File: config.mk
export PLATFORM = sky130hd
export DESIGN_NAME = shell_operator_spacer_flat
export DESIGN_NICKNAME = d
export VERILOG_FILES = /design/src/rtl/sosp_pkg.sv /design/src/rtl/sosp_if.sv /design/src/rtl/sosp_front.sv /design/src/rtl/sosp_fifo.sv /design/src/rtl/sosp_back.sv /design/src/rtl/shell_operator_spacer.sv /design/src/flat_wrapper.sv
export SDC_FILE = /design/constraint.sdc
export NUM_CORES = 1
export LEC_CHECK = 0
export BUFFER_PORTS_ARGS = -buffer_cell sky130_fd_sc_hd__buf_2
export CORE_UTILIZATION = 50
export DETAILED_ROUTE_END_ITERATION = 6
export GPL_ROUTABILITY_DRIVEN = 0
export PLACE_DENSITY = 0.66
export SLEW_MARGIN = 40
export SYNTH_ARGS = -nofsm -noshare
export SYNTH_HDL_FRONTEND = slang
export SYNTH_HIERARCHICAL = 1
export SYNTH_SLANG_ARGS = --single-unit
File: constraint.sdc
create_clock -name clk -period 4.7 [get_ports clk]
set_clock_uncertainty 0.15 [all_clocks]
set_input_delay 0.47 -clock clk [delete_from_list [all_inputs] [get_ports clk]]
set_output_delay 0.47 -clock clk [all_outputs]
set_load 0.05 [all_outputs]
File: src/rtl/sosp_pkg.sv
package sosp_pkg;

	localparam logic [7:0] CH_DQ   = 8'h22;
	localparam logic [7:0] CH_SQ   = 8'h27;
	localparam logic [7:0] CH_GT   = 8'h3E;
	localparam logic [7:0] CH_LT   = 8'h3C;
	localparam logic [7:0] CH_PIPE = 8'h7C;
	localparam logic [7:0] CH_SP   = 8'h20;

	localparam logic [1:0] QM_NONE = 2'd0;
	localparam logic [1:0] QM_DQ   = 2'd1;
	localparam logic [1:0] QM_SQ   = 2'd2;

	localparam int QUEUE_DEPTH = 4;

	// output slots of one command, in emission order
	localparam int NSLOT = 10;
	localparam logic [3:0] SLOT_A_SP0  = 4'd0;
	localparam logic [3:0] SLOT_A_OP0  = 4'd1;
	localparam logic [3:0] SLOT_A_OP1  = 4'd2;
	localparam logic [3:0] SLOT_A_SP1  = 4'd3;
	localparam logic [3:0] SLOT_CHAR   = 4'd4;
	localparam logic [3:0] SLOT_B_SP0  = 4'd5;
	localparam logic [3:0] SLOT_B_OP0  = 4'd6;
	localparam logic [3:0] SLOT_B_OP1  = 4'd7;
	localparam logic [3:0] SLOT_B_SP1  = 4'd8;
	localparam logic [3:0] SLOT_MARK   = 4'd9;

	typedef struct packed {
		logic [7:0] a_op;    // operator flushed ahead of the byte
		logic [1:0] a_cnt;
		logic       c_put;   // byte copied through
		logic [7:0] c_char;
		logic [7:0] b_op;    // operator flushed at line end
		logic [1:0] b_cnt;
		logic       eol;
		logic       err;
	} cmd_t;

	function automatic logic [NSLOT-1:0] slot_mask(cmd_t c);
		logic [NSLOT-1:0] m;
		logic mark;
		m = '0;
		m[SLOT_A_SP0] = (c.a_cnt != 2'd0);
		m[SLOT_A_OP0] = (c.a_cnt != 2'd0);
		m[SLOT_A_OP1] = (c.a_cnt == 2'd2);
		m[SLOT_A_SP1] = (c.a_cnt != 2'd0);
		m[SLOT_CHAR]  = c.c_put;
		m[SLOT_B_SP0] = (c.b_cnt != 2'd0);
		m[SLOT_B_OP0] = (c.b_cnt != 2'd0);
		m[SLOT_B_OP1] = (c.b_cnt == 2'd2);
		m[SLOT_B_SP1] = (c.b_cnt != 2'd0);
		mark = c.eol && (c.err || (m[SLOT_B_SP1:SLOT_A_SP0] == '0));
		m[SLOT_MARK]  = mark;
		return m;
	endfunction

endpackage

File: src/rtl/sosp_if.sv
interface sosp_in_if;
	logic       valid;
	logic       ready;
	logic [7:0] in_char;
	logic       has_char;
	logic       end_of_line;

	modport source (output valid, in_char, has_char, end_of_line, input ready);
	modport sink   (input valid, in_char, has_char, end_of_line, output ready);
endinterface

interface sosp_out_if;
	logic       valid;
	logic       ready;
	logic [7:0] out_char;
	logic       char_valid;
	logic       syntax_error;
	logic       last;

	modport source (output valid, out_char, char_valid, syntax_error, last, input ready);
	modport sink   (input valid, out_char, char_valid, syntax_error, last, output ready);
endinterface

File: src/rtl/sosp_front.sv
module sosp_front (
	input  logic             clk,
	input  logic             arst_n,
	sosp_in_if.sink          cmd_line,
	input  logic             full,
	output logic             push,
	output sosp_pkg::cmd_t   push_data
);

	logic [1:0] qm_q, qm_d;
	logic [7:0] po_q, po_d;
	logic [1:0] pc_q, pc_d;
	logic       failed_q, failed_d;
	logic       accept;
	logic       is_op;
	sosp_pkg::cmd_t cmd;

	assign cmd_line.ready = !full;
	assign accept = cmd_line.valid && cmd_line.ready;
	assign is_op = (cmd_line.in_char == sosp_pkg::CH_GT) ||
		(cmd_line.in_char == sosp_pkg::CH_LT) ||
		(cmd_line.in_char == sosp_pkg::CH_PIPE);

	always_comb begin
		qm_d     = qm_q;
		po_d     = po_q;
		pc_d     = pc_q;
		failed_d = failed_q;
		cmd      = '0;
		cmd.c_char = cmd_line.in_char;
		if (cmd_line.has_char && !failed_q) begin
			if (qm_q != sosp_pkg::QM_NONE) begin
				cmd.c_put = 1'b1;
				if ((qm_q == sosp_pkg::QM_DQ && cmd_line.in_char == sosp_pkg::CH_DQ) ||
					(qm_q == sosp_pkg::QM_SQ && cmd_line.in_char == sosp_pkg::CH_SQ)) begin
					qm_d = sosp_pkg::QM_NONE;
				end
			end else if (pc_q != 2'd0 && cmd_line.in_char == po_q) begin
				if (po_q == sosp_pkg::CH_PIPE || pc_q == 2'd2) begin
					failed_d = 1'b1;
					po_d     = '0;
					pc_d     = '0;
				end else begin
					pc_d = 2'd2;
				end
			end else begin
				cmd.a_op  = po_q;
				cmd.a_cnt = pc_q;
				po_d      = '0;
				pc_d      = '0;
				if (is_op) begin
					po_d = cmd_line.in_char;
					pc_d = 2'd1;
				end else begin
					cmd.c_put = 1'b1;
					if (cmd_line.in_char == sosp_pkg::CH_DQ) begin
						qm_d = sosp_pkg::QM_DQ;
					end else if (cmd_line.in_char == sosp_pkg::CH_SQ) begin
						qm_d = sosp_pkg::QM_SQ;
					end
				end
			end
		end
		if (cmd_line.end_of_line) begin
			cmd.eol = 1'b1;
			if (failed_d) begin
				cmd.err   = 1'b1;
				cmd.a_cnt = '0;
				cmd.c_put = 1'b0;
			end else begin
				cmd.b_op  = po_d;
				cmd.b_cnt = pc_d;
			end
			qm_d     = sosp_pkg::QM_NONE;
			po_d     = '0;
			pc_d     = '0;
			failed_d = 1'b0;
		end
	end

	assign push      = accept && (sosp_pkg::slot_mask(cmd) != '0);
	assign push_data = cmd;

	always_ff @(posedge clk or negedge arst_n) begin
		if (!arst_n) begin
			qm_q     <= sosp_pkg::QM_NONE;
			po_q     <= '0;
			pc_q     <= '0;
			failed_q <= 1'b0;
		end else if (accept) begin
			qm_q     <= qm_d;
			po_q     <= po_d;
			pc_q     <= pc_d;
			failed_q <= failed_d;
		end
	end

endmodule

File: src/rtl/sosp_fifo.sv
module sosp_fifo #(
	parameter int DEPTH = sosp_pkg::QUEUE_DEPTH
) (
	input  logic           clk,
	input  logic           arst_n,
	input  logic           push,
	input  sosp_pkg::cmd_t push_data,
	output logic           full,
	input  logic           pop,
	output sosp_pkg::cmd_t head,
	output logic           empty
);

	localparam int PW = (DEPTH > 1) ? $clog2(DEPTH) : 1;
	localparam int CW = $clog2(DEPTH + 1);

	sosp_pkg::cmd_t mem_q [DEPTH];
	logic [PW-1:0] wr_ptr_q, rd_ptr_q;
	logic [CW-1:0] cnt_q;

	assign full  = (cnt_q == CW'(DEPTH));
	assign empty = (cnt_q == '0);
	assign head  = mem_q[rd_ptr_q];

	always_ff @(posedge clk) begin
		if (push) begin
			mem_q[wr_ptr_q] <= push_data;
		end
	end

	always_ff @(posedge clk or negedge arst_n) begin
		if (!arst_n) begin
			wr_ptr_q <= '0;
			rd_ptr_q <= '0;
			cnt_q    <= '0;
		end else begin
			if (push) begin
				wr_ptr_q <= (wr_ptr_q == PW'(DEPTH - 1)) ? '0 : wr_ptr_q + 1'b1;
			end
			if (pop) begin
				rd_ptr_q <= (rd_ptr_q == PW'(DEPTH - 1)) ? '0 : rd_ptr_q + 1'b1;
			end
			if (push && !pop) begin
				cnt_q <= cnt_q + 1'b1;
			end else if (pop && !push) begin
				cnt_q <= cnt_q - 1'b1;
			end
		end
	end

endmodule

File: src/rtl/sosp_back.sv
module sosp_back (
	input  logic           clk,
	input  logic           arst_n,
	input  sosp_pkg::cmd_t head,
	input  logic           empty,
	output logic           pop,
	sosp_out_if.source     spaced_line
);

	localparam int N = sosp_pkg::NSLOT;

	logic           busy_q;
	logic [N-1:0]   mask_q;
	sosp_pkg::cmd_t cmd_q;
	logic           ov_q;
	logic [7:0]     och_q;
	logic           ocv_q, oerr_q, olast_q;

	logic           adv, emit, done;
	logic [3:0]     idx;
	logic [N-1:0]   rest;
	logic [7:0]     sch;
	logic           scv;

	assign adv  = !ov_q || spaced_line.ready;
	assign emit = busy_q && adv;

	// lowest pending slot
	always_comb begin
		idx = '0;
		for (int i = N - 1; i >= 0; i--) begin
			if (mask_q[i]) begin
				idx = 4'(i);
			end
		end
	end

	assign rest = mask_q & ~(N'(1) << idx);
	assign done = emit && (rest == '0);
	assign pop  = !empty && (!busy_q || done);

	always_comb begin
		sch = sosp_pkg::CH_SP;
		scv = 1'b1;
		case (idx)
			sosp_pkg::SLOT_A_OP0, sosp_pkg::SLOT_A_OP1: sch = cmd_q.a_op;
			sosp_pkg::SLOT_B_OP0, sosp_pkg::SLOT_B_OP1: sch = cmd_q.b_op;
			sosp_pkg::SLOT_CHAR: sch = cmd_q.c_char;
			sosp_pkg::SLOT_MARK: begin
				sch = '0;
				scv = 1'b0;
			end
			default: sch = sosp_pkg::CH_SP;
		endcase
	end

	always_ff @(posedge clk or negedge arst_n) begin
		if (!arst_n) begin
			busy_q <= 1'b0;
			mask_q <= '0;
			ov_q   <= 1'b0;
		end else begin
			if (pop) begin
				busy_q <= 1'b1;
				mask_q <= sosp_pkg::slot_mask(head);
			end else if (done) begin
				busy_q <= 1'b0;
				mask_q <= '0;
			end else if (emit) begin
				mask_q <= rest;
			end
			if (adv) begin
				ov_q <= busy_q;
			end
		end
	end

	always_ff @(posedge clk) begin
		if (pop) begin
			cmd_q <= head;
		end
		if (emit) begin
			och_q   <= sch;
			ocv_q   <= scv;
			oerr_q  <= scv ? 1'b0 : cmd_q.err;
			olast_q <= cmd_q.eol && (rest == '0);
		end
	end

	assign spaced_line.valid        = ov_q;
	assign spaced_line.out_char     = och_q;
	assign spaced_line.char_valid   = ocv_q;
	assign spaced_line.syntax_error = oerr_q;
	assign spaced_line.last         = olast_q;

	a_busy_has_work: assert property (@(posedge clk) disable iff (!arst_n)
		busy_q |-> (mask_q != '0))
		else $error("busy with no slot left");
	a_err_is_marker: assert property (@(posedge clk) disable iff (!arst_n)
		(ov_q && oerr_q) |-> (olast_q && !ocv_q))
		else $error("error flag off a bare end marker");
	a_marker_is_last: assert property (@(posedge clk) disable iff (!arst_n)
		(ov_q && !ocv_q) |-> olast_q)
		else $error("bare marker not last");
	a_pop_when_free: assert property (@(posedge clk) disable iff (!arst_n)
		pop |-> (!busy_q || done))
		else $error("command loaded over live one");

endmodule

File: src/rtl/shell_operator_spacer.sv
// channel      dir   payload                                       transfer
// cmd_line     in    in_char[8] has_char end_of_line               valid & ready
// spaced_line  out   out_char[8] char_valid syntax_error last      valid & ready
//
// the front takes one item per cycle while the command queue has room
// the back sends one result per cycle while the receiver takes them; an item
// gives from 1 to 7 results; items giving no result (a held operator) are
// never queued and so never reach the back
// arst_n clears quote mode, the held operator, the error flag, the queue and the back
// a result waiting in the output register stalls the back; the queue lets the front run on
module shell_operator_spacer #(
	parameter int QUEUE_DEPTH = sosp_pkg::QUEUE_DEPTH
) (
	input  logic       clk,
	input  logic       arst_n,
	sosp_in_if.sink    cmd_line,
	sosp_out_if.source spaced_line
);

	// front to queue
	logic           push;
	sosp_pkg::cmd_t push_data;
	logic           full;

	// queue to back
	logic           pop;
	sosp_pkg::cmd_t head;
	logic           empty;

	// front: tracks quotes and held operators, turns each item into a command, queued only if it gives output
	sosp_front u_front (
		.clk       (clk),
		.arst_n    (arst_n),
		.cmd_line  (cmd_line),
		.full      (full),
		.push      (push),
		.push_data (push_data)
	);

	// short command queue so either side can stall alone
	sosp_fifo #(
		.DEPTH (QUEUE_DEPTH)
	) u_fifo (
		.clk       (clk),
		.arst_n    (arst_n),
		.push      (push),
		.push_data (push_data),
		.full      (full),
		.pop       (pop),
		.head      (head),
		.empty     (empty)
	);

	// back: walks the slots of each command, at most one output byte per transfer
	sosp_back u_back (
		.clk         (clk),
		.arst_n      (arst_n),
		.head        (head),
		.empty       (empty),
		.pop         (pop),
		.spaced_line (spaced_line)
	);

endmodule

File: src/flat_wrapper.sv
// flat-port wrapper written by rule: the top's interface ports become plain ports
module shell_operator_spacer_flat 
#(
	parameter int QUEUE_DEPTH = sosp_pkg::QUEUE_DEPTH
)
  (clk, arst_n, cmd_line_valid, cmd_line_in_char, cmd_line_has_char, cmd_line_end_of_line, cmd_line_ready, spaced_line_valid, spaced_line_out_char, spaced_line_char_valid, spaced_line_syntax_error, spaced_line_last, spaced_line_ready);
  sosp_in_if cmd_line_i ();
  sosp_out_if spaced_line_i ();
  input  logic clk;
  input  logic arst_n;
  input wire logic [$bits(cmd_line_i.valid)-1:0] cmd_line_valid;
  input wire logic [$bits(cmd_line_i.in_char)-1:0] cmd_line_in_char;
  input wire logic [$bits(cmd_line_i.has_char)-1:0] cmd_line_has_char;
  input wire logic [$bits(cmd_line_i.end_of_line)-1:0] cmd_line_end_of_line;
  output wire logic [$bits(cmd_line_i.ready)-1:0] cmd_line_ready;
  output wire logic [$bits(spaced_line_i.valid)-1:0] spaced_line_valid;
  output wire logic [$bits(spaced_line_i.out_char)-1:0] spaced_line_out_char;
  output wire logic [$bits(spaced_line_i.char_valid)-1:0] spaced_line_char_valid;
  output wire logic [$bits(spaced_line_i.syntax_error)-1:0] spaced_line_syntax_error;
  output wire logic [$bits(spaced_line_i.last)-1:0] spaced_line_last;
  input wire logic [$bits(spaced_line_i.ready)-1:0] spaced_line_ready;
  assign cmd_line_i.valid = cmd_line_valid;
  assign cmd_line_i.in_char = cmd_line_in_char;
  assign cmd_line_i.has_char = cmd_line_has_char;
  assign cmd_line_i.end_of_line = cmd_line_end_of_line;
  assign cmd_line_ready = cmd_line_i.ready;
  assign spaced_line_valid = spaced_line_i.valid;
  assign spaced_line_out_char = spaced_line_i.out_char;
  assign spaced_line_char_valid = spaced_line_i.char_valid;
  assign spaced_line_syntax_error = spaced_line_i.syntax_error;
  assign spaced_line_last = spaced_line_i.last;
  assign spaced_line_i.ready = spaced_line_ready;
  shell_operator_spacer #(.QUEUE_DEPTH(QUEUE_DEPTH)) u_core (.clk(clk), .arst_n(arst_n), .cmd_line(cmd_line_i), .spaced_line(spaced_line_i));
endmodule
**Word level (Yosys, flattened, before mapping)**

Memories as Yosys holds them, arrays and structs flattened.
Index checks and enable logic that the tools add are counted.

- $add $sub $neg: 4
- Equal/unequal tests: 26
- Shift-type cells: 1
- Muxes and demuxes: 58
- Bitwise operators: 2
- Reductions and logical operators: 48

Operators with widths:

| cell | count |
|---|---|
| $mux 10 | 5 |
| $mux 8 | 6 |
| $mux 4 | 10 |
| $eq 8x6->1 const B | 4 |
| $pmux 8 s4 | 1 |
| $mux 2 | 15 |
| $mux 11 | 2 |
| $logic_not 9->1 | 2 |
| $reduce_bool 2->1 | 9 |
| $eq 2x2->1 const B | 8 |
| $eq 8x7->1 const B | 2 |
| $logic_and 1x1->1 | 14 |
| $mux 1 | 14 |
| $eq 4x3->1 const B | 3 |
| $mux 12 | 1 |
| $mux 3 | 4 |
| $and 10x10->10 | 1 |
| $logic_not 10->1 | 1 |
| $not 10->10 | 1 |
| $reduce_bool 10->1 | 1 |
| $shl 1x4->10 const A | 1 |
| $eq 8x8->1 | 1 |
| $logic_or 1x1->1 | 8 |
| $logic_not 1->1 | 7 |
| 15 further kinds | 18 |

- Register bits after elaboration: 69
- RAM bits: 124
- Input port bits: 14
- Logic and storage cells: 159
- Memories kept: 1

Memories:

| name | words | bits a word | read ports | clocked after memory_dff | write ports | line | source |
|---|---|---|---|---|---|---|---|
| u_core.u_fifo.mem_q | 4 | 31 | 1 | 0 | 1 | sosp_fifo.sv:17 | `sosp_pkg::cmd_t mem_q [DEPTH];` |

**Logic depth before layout (Yosys ltp)**

Gate-level depths: netlist (run 1).

- Word-level depth: 20
- Gate-level depth with buffers: 14
- Gate-level depth less buffers: 12

**By module**

The synthesis (run 1) kept the hierarchy.

By module, submodules not included:

| module | times used | cells each | area each (µm²) | sequential area each (µm²) |
|---|---|---|---|---|
| sosp_fifo | 1 | 199 | 4931.0 | 3898.7 |
| sosp_back | 1 | 162 | 2127.0 | 1411.4 |
| sosp_front | 1 | 133 | 1169.9 | 325.3 |

**Worst setup path before layout (run 1)**

Ideal clock, no wire load.

- Kind: reg-to-reg
- Start: register u_core.u_back.mask_q[2]
- End: register u_core.u_fifo.cnt_q[1]
- Setup time: 125 ps
- Arrival: 3678 ps
- Required time: 4425 ps
- Setup slack: 748 ps
- Stages on the path, launching flop included: 13
- Clock period less this slack: 3952 ps
- Path through: dfrtp_1 -> buf_6 -> or4_4 -> buf_6 -> maj3_2 -> o41ai_4 -> a41oi_4 -> inv_1 -> inv_1 -> ha_1 -> inv_1 -> fa_1 -> mux2_2

- Cells in the longest elaborated chain, start to end: 13
- Elaborated cells between the ends (all ways): 15

RTL lines:

| element | line | source |
|---|---|---|
| from (decl) | sosp_back.sv:13 | `logic [N-1:0] mask_q;` |
| from (signal assigned) | sosp_back.sv:65 | `mask_q <= sosp_pkg::slot_mask(head);` |
| from (signal assigned) | sosp_back.sv:70 | `mask_q <= rest;` |
| $mux 4 (3 in a row) | sosp_back.sv:32 | `if (mask_q[i]) begin` |
| $shl 1x4->10 | sosp_back.sv:38 | `assign rest = mask_q & ~(N'(1) << idx);` |
| $not 10->10 | sosp_back.sv:38 |  |
| $and 10x10->10 (*) | sosp_back.sv:38 |  |
| $logic_not 10->1 (*) | sosp_back.sv:39 | `assign done = emit && (rest == '0);` |
| $logic_and 1x1->1 (*) | sosp_back.sv:39 |  |
| $logic_or 1x1->1 (*) | sosp_back.sv:40 | `assign pop = !empty && (!busy_q \|\| done);` |
| $logic_and 1x1->1 (*) | sosp_back.sv:40 |  |
| via u_core.pop | shell_operator_spacer.sv:26 | `logic pop;` |
| $logic_not 1->1 | sosp_fifo.sv:43 | `if (push && !pop) begin` |
| $logic_and 1x1->1 | sosp_fifo.sv:43 |  |
| $mux 3 or $reduce_bool 2->1 (tied branches) | n/a |  |
| to (signal assigned) | sosp_fifo.sv:44 | `cnt_q <= cnt_q + 1'b1;` |
| to (signal assigned) | sosp_fifo.sv:46 | `cnt_q <= cnt_q - 1'b1;` |
| to (decl) | sosp_fifo.sv:19 | `logic [CW-1:0] cnt_q;` |

The timed path passes the listed nets; every way through them passes the cells marked *.
A chain may end at the register's enable or synchronous reset.

**Worst setup path in the final report (run 1)**

- Start: register u_core.u_back.mask_q[3]
- End: register u_core.u_fifo.cnt_q[1]

- Cells in the longest elaborated chain, start to end: 14
- Elaborated cells between the ends (all ways): 16

RTL lines:

| element | line |
|---|---|
| $mux 4 (4 in a row) | sosp_back.sv:32 |
| $shl 1x4->10 | sosp_back.sv:38 |
| $not 10->10 | sosp_back.sv:38 |
| $and 10x10->10 (*) | sosp_back.sv:38 |
| $logic_not 10->1 (*) | sosp_back.sv:39 |
| $logic_and 1x1->1 (*) | sosp_back.sv:39 |
| $logic_or 1x1->1 (*) | sosp_back.sv:40 |
| $logic_and 1x1->1 (*) | sosp_back.sv:40 |
| via u_core.pop | shell_operator_spacer.sv:26 |
| $logic_not 1->1 | sosp_fifo.sv:43 |
| $logic_and 1x1->1 | sosp_fifo.sv:43 |
| $mux 3 or $reduce_bool 2->1 (tied branches) | n/a |

Marked as above.

==> results of run 1 <==
-- power by group through the flow --
| stage | registers, mW | clock network [mW] | logic (mW) |
|---|---|---|---|
| after floorplan | 2.59 | 0 | 1.10 |
| after global placement | 2.55 | 0 | 1.44 |
| after detailed placement | 2.57 | 0 | 1.47 |
| after CTS | 2.54 | 1.45 | 1.48 |
| final | 2.53 | 1.41 | 1.46 |
| after global routing | 2.58 | 1.52 | 1.59 |
-- stage by stage --
step	cell area [µm²]	total power, mW
3_3_place_gp	8470	3.98
2_1_floorplan	8230	3.68
5_1_grt	9070	5.68
6_report	9070	5.40
4_1_cts	9070	5.46
3_5_place_dp	8470	4.04
-- area by class of cell --
cell class	count	area [µm²]	share of cell area [%]
clock inverters	8	105	1.16
flip-flops and latches	193	5640	62.2
repair buffers	33	188	2.07
well taps	216	270	2.98
multi-input cells	256	2310	25.5
inverters	20	75.1	0.827
clock buffers	24	482	5.31
-- kinds of logic after synthesis --
group / after synthesis / share of synthesized area (%)
AOI/OAI and AO/OA: 88 / 8.06
buffers and inverters: 45 / 3.45
muxes: 37 / 9.43
adders and majority gates: 8 / 1.29
DFF: 193 / 68.5
and+or+nand+nor: 111 / 8.00
xor gates and xnor gates: 12 / 1.28
-- layout by cell type (no fill, tap or decap), drive strengths merged, types with 5 or more instances in the layout --
cell type and count:
or2 5, buf 32, o21ai 23, mux2 5
a21o 6, a22oi 11, mux4 31, dfrtp 32
nand2 23, xnor2 10, edfxtp 161, nand2b 6
clkbuf 24, nand3 7, nor2 18, and2 18
o31ai 7, ha 6, inv 21, a21oi 14
clkinv 5
-- state kept, by name (all words and copies together) (netlist names), 2 cells and up --
name,count
u_core/u_fifo/cnt_q,3
u_core/u_front/po_q,8
u_core/u_back/spaced_line.out_char,8
u_core/u_fifo/rd_ptr_q,2
u_core/u_front/qm_q,2
u_core/u_front/pc_q,2
u_core/u_back/cmd_q,26
u_core/u_back/mask_q,10
u_core/u_fifo/wr_ptr_q,2
u_core/u_fifo/mem_q,124
-- worst register-to-register path, delay by kind of cell, from the launching register on --
kind,cells,cell delay [ns]
adders and majority gates,3,0.95
AOI/OAI and AO/OA,2,0.63
and+or+nand+nor,1,0.61
DFF,1,0.46
muxes,1,0.27
buffers and inverters,3,0.26
-- worst paths after layout --
check                                              from                    endpoint
worst max-delay path            u_core/u_back/mask_q[3]      u_core/u_fifo/cnt_q[1]
worst min-delay path                cmd_line_in_char[7]  u_core/u_fifo/mem_q[2][19]
worst max register to register  u_core/u_back/mask_q[3]      u_core/u_fifo/cnt_q[1]
worst min register to register   u_core/u_fifo/cnt_q[2]      u_core/u_fifo/cnt_q[2]
max in group asynchronous                        arst_n   u_core/u_fifo/rd_ptr_q[1]
min in group asynchronous                        arst_n   u_core/u_fifo/wr_ptr_q[1]
-- per-layer routing --
metal,global-route usage [%],vias up,wire (µm)
met5,0,-,0
met4,6.36,0,218
met3,4.18,19,625
met2,30.8,110,7270
met1,27.9,2202,6900
li1,-,1972,-
-- what timing repair did --
item / 4_1_cts / 5_1_grt
hold buffers: 1 / 0
buffers inserted: 0 / 0
endpoints found under the setup margin: 0 / 0
hold endpoints to repair: 32 / 0
==> flow_summary.json, run 1 <==
{
  "grt_max_degree": 34,
  "drive_gt1_share_pct": 22.1,
  "synth_top_area_share_pct": 58.8,
  "grt_overflow": 0,
  "r2r_cells": 10,
  "insertion_delay_ns": 0.42,
  "path_class": "reg2reg",
  "grt_pass1_wl_mm": 24.2,
  "io_pins": 27,
  "start_util_pct": 51.4,
  "combPwrFrac_pct": 26.9,
  "yosys-top-cells-area": "edfxtp_1 59%, dfrtp_1 9.7%, mux4_2 7.7%",
  "rsz0062_at_grt": "no",
  "maxSlewHeadroom_pct": 41.4,
  "cap_violations": 0,
  "antenna_cells": 0,
  "drtIter0Drc": 400,
  "ys_seq_area_share_pct": 68.5,
  "ys.flop_type": "edfxtp_1",
  "fin_tns_setup_ns": 0,
  "numPortBuffers": 26,
  "syn_avg_cell_area_um2": 16.7,
  "cp.required_ns": 4.86,
  "fin_crit_sh_pct": 73.2,
  "fin_nets": 542,
  "routedWlPerCell_um": 20.0,
  "rows": 46,
  "dp_slack_ns": 1.26,
  "cp-start-kind": "register",
  "p_sw_mw": 1.69,
  "drcViolationCount": 0,
  "hold_viol_final": 0,
  "r2r_slack_ns": 1.26,
  "numPlacedInstances": 717,
  "ys_ff_latch": 193,
  "hp-class": "in2reg",
  "holdWs_ns": 0.164,
  "synth_area_leader_cell": "edfxtp_1",
  "power.density_nw_per_um2": 595,
  "syn_inst": 494,
  "whs_path_depth": 1,
  "yosysMostFrequentCell": "edfxtp_1",
  "grt_pass1_vias": 4328,
  "cts_tree": "yes",
  "status": "completed",
  "layout_min_cycle_time_ns": 3.44,
  "cts_htree_levels": 4,
  "sequentialPowerShare_pct": 46.9,
  "p_leak_nw": 3.22,
  "cts.clk_slew.worst_paths_ns": 0.06,
  "finalSetupViolCount": 0,
  "synth_commonest_cells": "161 x edfxtp_1, 32 x dfrtp_1, 28 x mux4_2, 23 x nand2_1, 19 x inv_1",
  "p_int_mw": 3.71,
  "worstSetupEndpointType": "register",
  "drtAntennaViolNets": 0,
  "yosys_warnings": 6,
  "drt-total-wl_mm": 15.0,
  "drtPass1Iterations": 5,
  "vias_per_cell": 5.74,
  "vias": 4303,
  "final_cells": 750,
  "fillers": 1299,
  "synthArstFlopShare_pct": 16.6,
  "syn_area_um2": 8230,
  "cp_max_fo": 10,
  "utilization_pct": 56.7,
  "cp.depth": 10,
  "swShare_pct": 31.3,
  "max_stage_delay_ns": 0.61,
  "worstPathCellList": "or4_4, maj3_2, o41ai_4, a41oi_4, inv_1, inv_1, ha_1, inv_1, fa_1, mux2_2",
  "tightest_slew_ns": 0.874,
  "antenna_found_initial": 0,
  "cts.repair.resized": 0,
  "synth_nets": 515,
  "fin_ws_ns": 1.26,
  "syn2layout_area_growth_pct": 10.3,
  "grt_usage_pct": 19.8,
  "crit_family": "adder cells",
  "crit_path_top_delay_cell": "or4_4",
  "fp.coreArea_um2": 16000,
  "slew_violations": 0,
  "numCtsBuffers": 17,
  "yosysUniqueCellTypes": 72,
  "ir_drop_uv": 277,
  "fp.dieArea_um2": 17000,
  "worstPathArrival_ns": 3.60,
  "synth-edff-count": 161,
  "clock_path_buffers": 2,
  "die_h_um": 130,
  "cts_root_buf": "clkbuf_16",
  "fmax_mhz": 291,
  "cp.buffers_inverters": 3,
  "pwr-share-clk_pct": 26.2,
  "clock-sinks": 193,
  "dp_hpwl_mm": 9.74,
  "cp_common_cell": "inv_1",
  "die_x_um": 130
}
Power figures use the tool's default switching activity.
==> run 2: changes to the inputs <==
==> constraint.sdc (replaced) <==
create_clock -name clk -period 3.4 [get_ports clk]
set_clock_uncertainty 0.15 [all_clocks]
set_input_delay 0.34 -clock clk [delete_from_list [all_inputs] [get_ports clk]]
set_output_delay 0.34 -clock clk [all_outputs]
set_load 0.05 [all_outputs]
==> run 2 against run 1 <==
Compared with the run above: first-iteration DRC count down 13%; sequential power rose by 37%; clock-buffer cell count down 7; routed wire length is 2.1% lower; setup slack worse by 1.1 ns; via count increased by 0.44%.
==> flow_summary.json, run 2 (synthesis results as in run 1) <==
{
  "fin_nets": 546,
  "clock-sinks": 193,
  "hp-class": "in2reg",
  "vias": 4322,
  "pwr-share-clk_pct": 25.3,
  "drtPass1Iterations": 6,
  "drt-total-wl_mm": 14.7,
  "r2r_cells": 10,
  "insertion_delay_ns": 0.43,
  "maxSlewHeadroom_pct": 52.0,
  "clock_path_buffers": 2,
  "worstHoldStart": "cmd_line_in_char[7]",
  "fillers": 1294,
  "drcViolationCount": 0,
  "die_h_um": 130,
  "cts_htree_levels": 4,
  "whs_path_depth": 1,
  "fin_tns_setup_ns": 0,
  "multiInputGateArea_um2": 2330,
  "antenna_found_initial": 0,
  "p_sw_mw": 2.45,
  "largest_reg_flops": 124,
  "grt_max_degree": 33,
  "cts_tree": "yes",
  "status": "completed",
  "grt_pass1_vias": 4193,
  "sequentialPowerShare_pct": 46.3,
  "dp_hpwl_mm": 9.76,
  "utilization_pct": 57.2,
  "rows": 46,
  "rsz0062_at_grt": "no",
  "post_cts_buffers": 0,
  "r2r_slack_ns": 0.18,
  "antenna_cells": 0,
  "cts.clk_slew.worst_paths_ns": 0.07,
  "seqCellArea_um2": 5640,
  "cp-start-kind": "register",
  "top_register": "u_core/u_fifo/mem_q",
  "drive_gt1_share_pct": 24.2,
  "fp.coreArea_um2": 16000,
  "drtIter0Drc": 350,
  "worstSetupEndpointType": "register",
  "cp.required_ns": 3.56,
  "path_class": "reg2reg",
  "finalSetupViolCount": 0,
  "fmax_mhz": 311,
  "syn2layout_area_growth_pct": 11.2,
  "worstPathArrival_ns": 3.38,
  "p_leak_nw": 3.23,
  "fin_crit_sh_pct": 94.7,
  "die_x_um": 130,
  "power.density_nw_per_um2": 816,
  "numPortBuffers": 26,
  "routedWlPerCell_um": 19.5,
  "grt_overflow": 0,
  "drtAntennaViolNets": 0,
  "layout_commonest_cell": "edfxtp_1",
  "cts_root_buf": "clkbuf_16",
  "ir_drop_uv": 362,
  "r2r_start": "u_core/u_back/mask_q[3]",
  "io_pins": 27,
  "grt_pass1_wl_mm": 23.3,
  "numCtsBuffers": 17,
  "grt_usage_pct": 19.3,
  "reg_top3": "u_core/u_fifo/mem_q: 124 flops, u_core/u_back/cmd_q: 26 flops, u_core/u_back/mask_q: 10 flops",
  "start_util_pct": 51.4,
  "slew_violations": 0,
  "final_cell_mix": "161 x edfxtp_1, 31 x dfrtp_1, 28 x mux4_2",
  "fp.dieArea_um2": 17000,
  "vias_per_cell": 5.73,
  "cap_violations": 0,
  "combPwrFrac_pct": 28.5,
  "tightest_slew_ns": 0.717,
  "cp_max_fo": 8,
  "swShare_pct": 32.9,
  "p_int_mw": 5.01,
  "whs_endpoint": "u_core/u_fifo/mem_q[3][19]",
  "hold_viol_final": 0,
  "layout_min_cycle_time_ns": 3.22,
  "r2r_end": "u_core/u_fifo/cnt_q[1]"
}
-- run 2: cell count changes in the layout (fill, tap and decap cells not counted), moves of 3 or more --
| cell | previous run | this run |
|---|---|---|
| inv_1 | 19 | 16 |
| clkbuf_1 | 4 | 0 |
| clkinvlp_4 | 0 | 4 |
| inv_8 | 0 | 4 |
| buf_12 | 0 | 4 |
| inv_6 | 2 | 5 |
| clkbuf_8 | 3 | 0 |
-- run 2: final cells by class --
class                   count  share of cell area, %
clock buffers              17                   4.65
clock inverters            15                   1.55
inverters                  20                  0.875
multi-input cells         256                   25.4
flip-flops and latches    193                   61.6
well taps                 216                   2.95
repair buffers             37                   2.93
-- run 2: repair_timing --
action,in CTS,in global routing
hold buffers,1,0
endpoints found under the hold margin,32,0
resized for setup,0,0
-- run 2: per-stage QoR --
stage	instances	area (µm²)	power, mW	hold WS, ns	setup slack (ns)
after floorplan	494	8250	5.11	-0.106	-0.152
after global placement	721	8560	5.57	0.304	0.300
after detailed placement	721	8560	5.66	0.317	0.233
after CTS	754	9140	7.55	0.0139	0.220
after global routing	754	9150	7.85	0.0225	0.0970
final	754	9150	7.47	0.0223	0.182
-- run 2: how the worst max path moves through the flow --
stage / start / to / slack (ns) / cells past startpoint
2_1_floorplan: u_core/u_back/mask_q[2] / u_core/u_fifo/cnt_q[1] / -0.15 / 12
3_3_place_gp: u_core/u_back/mask_q[3] / u_core/u_fifo/cnt_q[1] / 0.30 / 10
3_5_place_dp: u_core/u_back/mask_q[3] / u_core/u_fifo/cnt_q[1] / 0.23 / 10
4_1_cts: u_core/u_back/mask_q[3] / u_core/u_fifo/cnt_q[1] / 0.22 / 10
5_1_grt: u_core/u_back/mask_q[3] / u_core/u_fifo/cnt_q[1] / 0.1 / 10
6_report: u_core/u_back/mask_q[3] / u_core/u_fifo/cnt_q[1] / 0.18 / 10
-- run 2: metal layers --
layer	GRT usage [%]	part of all wire (%)	vias up
met5	0	0	-
met4	8.07	1.7	0
met3	4.76	5.1	25
met2	29.9	49	121
met1	26.1	44	2196
li1	-	-	1980
-- run 2: critical path: stages (launching register included) --
cell        delay, ns
dfrtp_1          0.47
or4_4            0.61
maj3_2           0.34
o41ai_4          0.33
a41oi_4          0.18
clkinvlp_4       0.12
inv_2            0.04
ha_4             0.15
inv_2            0.05
fa_1             0.40
mux2_2           0.27
-- run 2: power by group through the flow --
| stage | registers, mW | logic (mW) | clock network (mW) |
|---|---|---|---|
| finish | 3.46 | 2.12 | 1.89 |
| global route | 3.52 | 2.30 | 2.03 |
| CTS | 3.47 | 2.15 | 1.94 |
| detailed placement | 3.52 | 2.14 | 0 |
| global placement | 3.49 | 2.09 | 0 |
| floorplan | 3.58 | 1.53 | 0 |
==> run 3: changes to the inputs <==
--- a/config.mk
+++ b/config.mk
@@ -9,7 +9,7 @@
 export CORE_UTILIZATION = 50
 export DETAILED_ROUTE_END_ITERATION = 6
 export GPL_ROUTABILITY_DRIVEN = 0
-export PLACE_DENSITY = 0.66
+export PLACE_DENSITY = 0.74
 export SLEW_MARGIN = 40
 export SYNTH_ARGS = -nofsm -noshare
 export SYNTH_HDL_FRONTEND = slang
==> constraint.sdc (replaced) <==
create_clock -name clk -period 3.7 [get_ports clk]
set_clock_uncertainty 0.15 [all_clocks]
set_input_delay 0.37 -clock clk [delete_from_list [all_inputs] [get_ports clk]]
set_output_delay 0.37 -clock clk [all_outputs]
set_load 0.05 [all_outputs]
==> run 3 against run 2 <==
Compared with the run above: cell area is 0.78% lower; non-clock buffer count did not move; highest routed layer unchanged; sequential cell count unchanged; critical endpoint unchanged; via count grew 2.0%; global-route usage is 0.40 points higher; combinational power fell by 10%; sequential share of layout area grew 0.50 points; register-to-register slack better by 0.06 ns; largest cell class unchanged; critical path depth stayed put; setup slack better by 0.060 ns; routed wire length rose by 3.5%.
==> flow_summary.json, run 3 (synthesis results as in run 1) <==
{
  "power.density_nw_per_um2": 753,
  "insertion_delay_ns": 0.43,
  "cts_tree": "yes",
  "vias": 4407,
  "numPlacedInstances": 721,
  "worstSetupEndpointType": "register",
  "fp.coreArea_um2": 16000,
  "swShare_pct": 32.4,
  "combPwrFrac_pct": 27.8,
  "sequentialPowerShare_pct": 46.9,
  "dp_hpwl_mm": 9.74,
  "numCtsBuffers": 17,
  "grt_pass1_wl_mm": 23.8,
  "grt_overflow": 0,
  "fillers": 1231,
  "top_register": "u_core/u_fifo/mem_q",
  "cp_max_fo": 10,
  "numPortBuffers": 26,
  "start_util_pct": 51.4,
  "fin_crit_sh_pct": 93.5,
  "grt_max_degree": 33,
  "rsz0062_at_grt": "no",
  "antenna_found_initial": 0,
  "p_sw_mw": 2.22,
  "fin_nets": 546,
  "cap_violations": 0,
  "die_x_um": 130,
  "worstHoldStart": "cmd_line_in_char[5]",
  "p_int_mw": 4.62,
  "p_leak_nw": 3.21,
  "hp-class": "in2reg",
  "worstPathArrival_ns": 3.62,
  "clock_path_buffers": 2,
  "fmax_mhz": 289,
  "reg_top3": "u_core/u_fifo/mem_q: 124 flops, u_core/u_back/cmd_q: 26 flops, u_core/u_back/mask_q: 10 flops",
  "hold_viol_final": 0,
  "final_cells": 754,
  "largest_reg_flops": 124,
  "drtAntennaViolNets": 0,
  "cp-start-kind": "register",
  "fin_ws_ns": 0.241,
  "antenna_cells": 0,
  "r2r_start": "u_core/u_back/mask_q[3]",
  "vias_per_cell": 5.84,
  "r2r_end": "u_core/u_fifo/cnt_q[1]",
  "die_h_um": 130,
  "drt-total-wl_mm": 15.2,
  "status": "completed",
  "drive_gt1_share_pct": 22.9,
  "ir_drop_uv": 330,
  "r2r_cells": 10,
  "cts.clk_slew.worst_paths_ns": 0.07,
  "grt_pass1_vias": 4430,
  "tightest_slew_ns": 0.675,
  "cts_htree_levels": 4,
  "slew_violations": 0,
  "cts_root_buf": "clkbuf_16",
  "routedWlPerCell_um": 20.2,
  "dp_slack_ns": 0.277,
  "drtIter0Drc": 367,
  "whs_path_depth": 1,
  "maxSlewHeadroom_pct": 54.8,
  "drcViolationCount": 0,
  "layout_commonest_cell": "edfxtp_1",
  "rows": 46,
  "final_cell_mix": "161 x edfxtp_1, 30 x dfrtp_1, 28 x mux4_2",
  "post_cts_buffers": 0,
  "pwr-share-clk_pct": 25.3,
  "layout_min_cycle_time_ns": 3.46,
  "path_class": "reg2reg",
  "finalSetupViolCount": 0,
  "r2r_slack_ns": 0.24,
  "clock-sinks": 193,
  "whs_endpoint": "u_core/u_fifo/mem_q[2][17]",
  "drtPass1Iterations": 5,
  "fp.dieArea_um2": 17000,
  "syn2layout_area_growth_pct": 10.3,
  "cp.required_ns": 3.86,
  "grt_usage_pct": 19.7,
  "io_pins": 27,
  "fin_tns_setup_ns": 0,
  "power_mw": 6.84
}
==> run 3: changes by cell type in the layout (fill, tap and decap cells not counted), moves of 2 or more <==
cell / previous run / this run
clkinv_1: 0 / 4
inv_1: 16 / 18
inv_2: 2 / 0
clkinvlp_4: 4 / 2
inv_8: 4 / 2
buf_4: 7 / 11
buf_12: 4 / 0
==> run 3: through the flow <==
stage	util (%)	hold slack, ns	area [µm²]
after floorplan	-	-0.0756	8230
after global placement	53.1	0.326	8500
after detailed placement	53.1	0.348	8500
after CTS	56.7	0.0308	9070
after global routing	56.7	0.0474	9080
final	56.7	0.0506	9080
==> run 3: layout make-up <==
cell class                      count  area (µm²)  area share, %
Inverter                           20        78.8          0.868
Clock inverter                     14         129           1.42
Sequential cell                   193        5640           62.1
Timing Repair Buffer               37         218           2.40
Clock buffer                       18         429           4.73
Multi-Input combinational cell    256        2310           25.5
Tap cell                          216         270           2.98
==> run 3: routing by layer <==
metal | up-vias | GRT usage, % | routed length, µm
met2 | 175 | 32.1 | 7670
met1 | 2222 | 24.8 | 6290
met5 | - | 0 | 0
met3 | 22 | 6.19 | 1040
met4 | 0 | 7.05 | 216
li1 | 1988 | - | -
==> run 3: timing repair <==
action / 4_1_cts / 5_1_grt
setup endpoints to repair: 0 / 0
hold buffers: 1 / 0
endpoints found under the hold margin: 32 / 0
gates resized for setup: 0 / 0
==> run 3: how the worst max path moves through the flow <==
stage / startpoint / end / cells past startpoint
detailed placement: u_core/u_back/mask_q[3] / u_core/u_fifo/cnt_q[1] / 10
finish: u_core/u_back/mask_q[3] / u_core/u_fifo/cnt_q[1] / 10
CTS: u_core/u_back/mask_q[3] / u_core/u_fifo/cnt_q[1] / 10
global placement: u_core/u_back/mask_q[3] / u_core/u_fifo/cnt_q[1] / 10
floorplan: u_core/u_back/mask_q[2] / u_core/u_fifo/cnt_q[1] / 12
global route: u_core/u_back/mask_q[3] / u_core/u_fifo/cnt_q[1] / 10
==> run 3: power by group through the flow <==
stage	Combinational, mW	Clock [mW]	Sequential (mW)
after global placement	1.83	0	3.21
after detailed placement	1.89	0	3.25
after CTS	1.91	1.76	3.21
final	1.90	1.73	3.21
after floorplan	1.40	0	3.29
after global routing	2.06	1.84	3.26
==> run 3: worst max-delay path, cell delays in order, from the launching register on <==
cell        delay [ns]
dfrtp_1           0.47
or4_4             0.61
maj3_2            0.34
o41ai_4           0.38
a41oi_4           0.27
clkinvlp_4        0.14
inv_1             0.05
ha_1              0.19
inv_1             0.07
fa_1              0.40
mux2_2            0.27
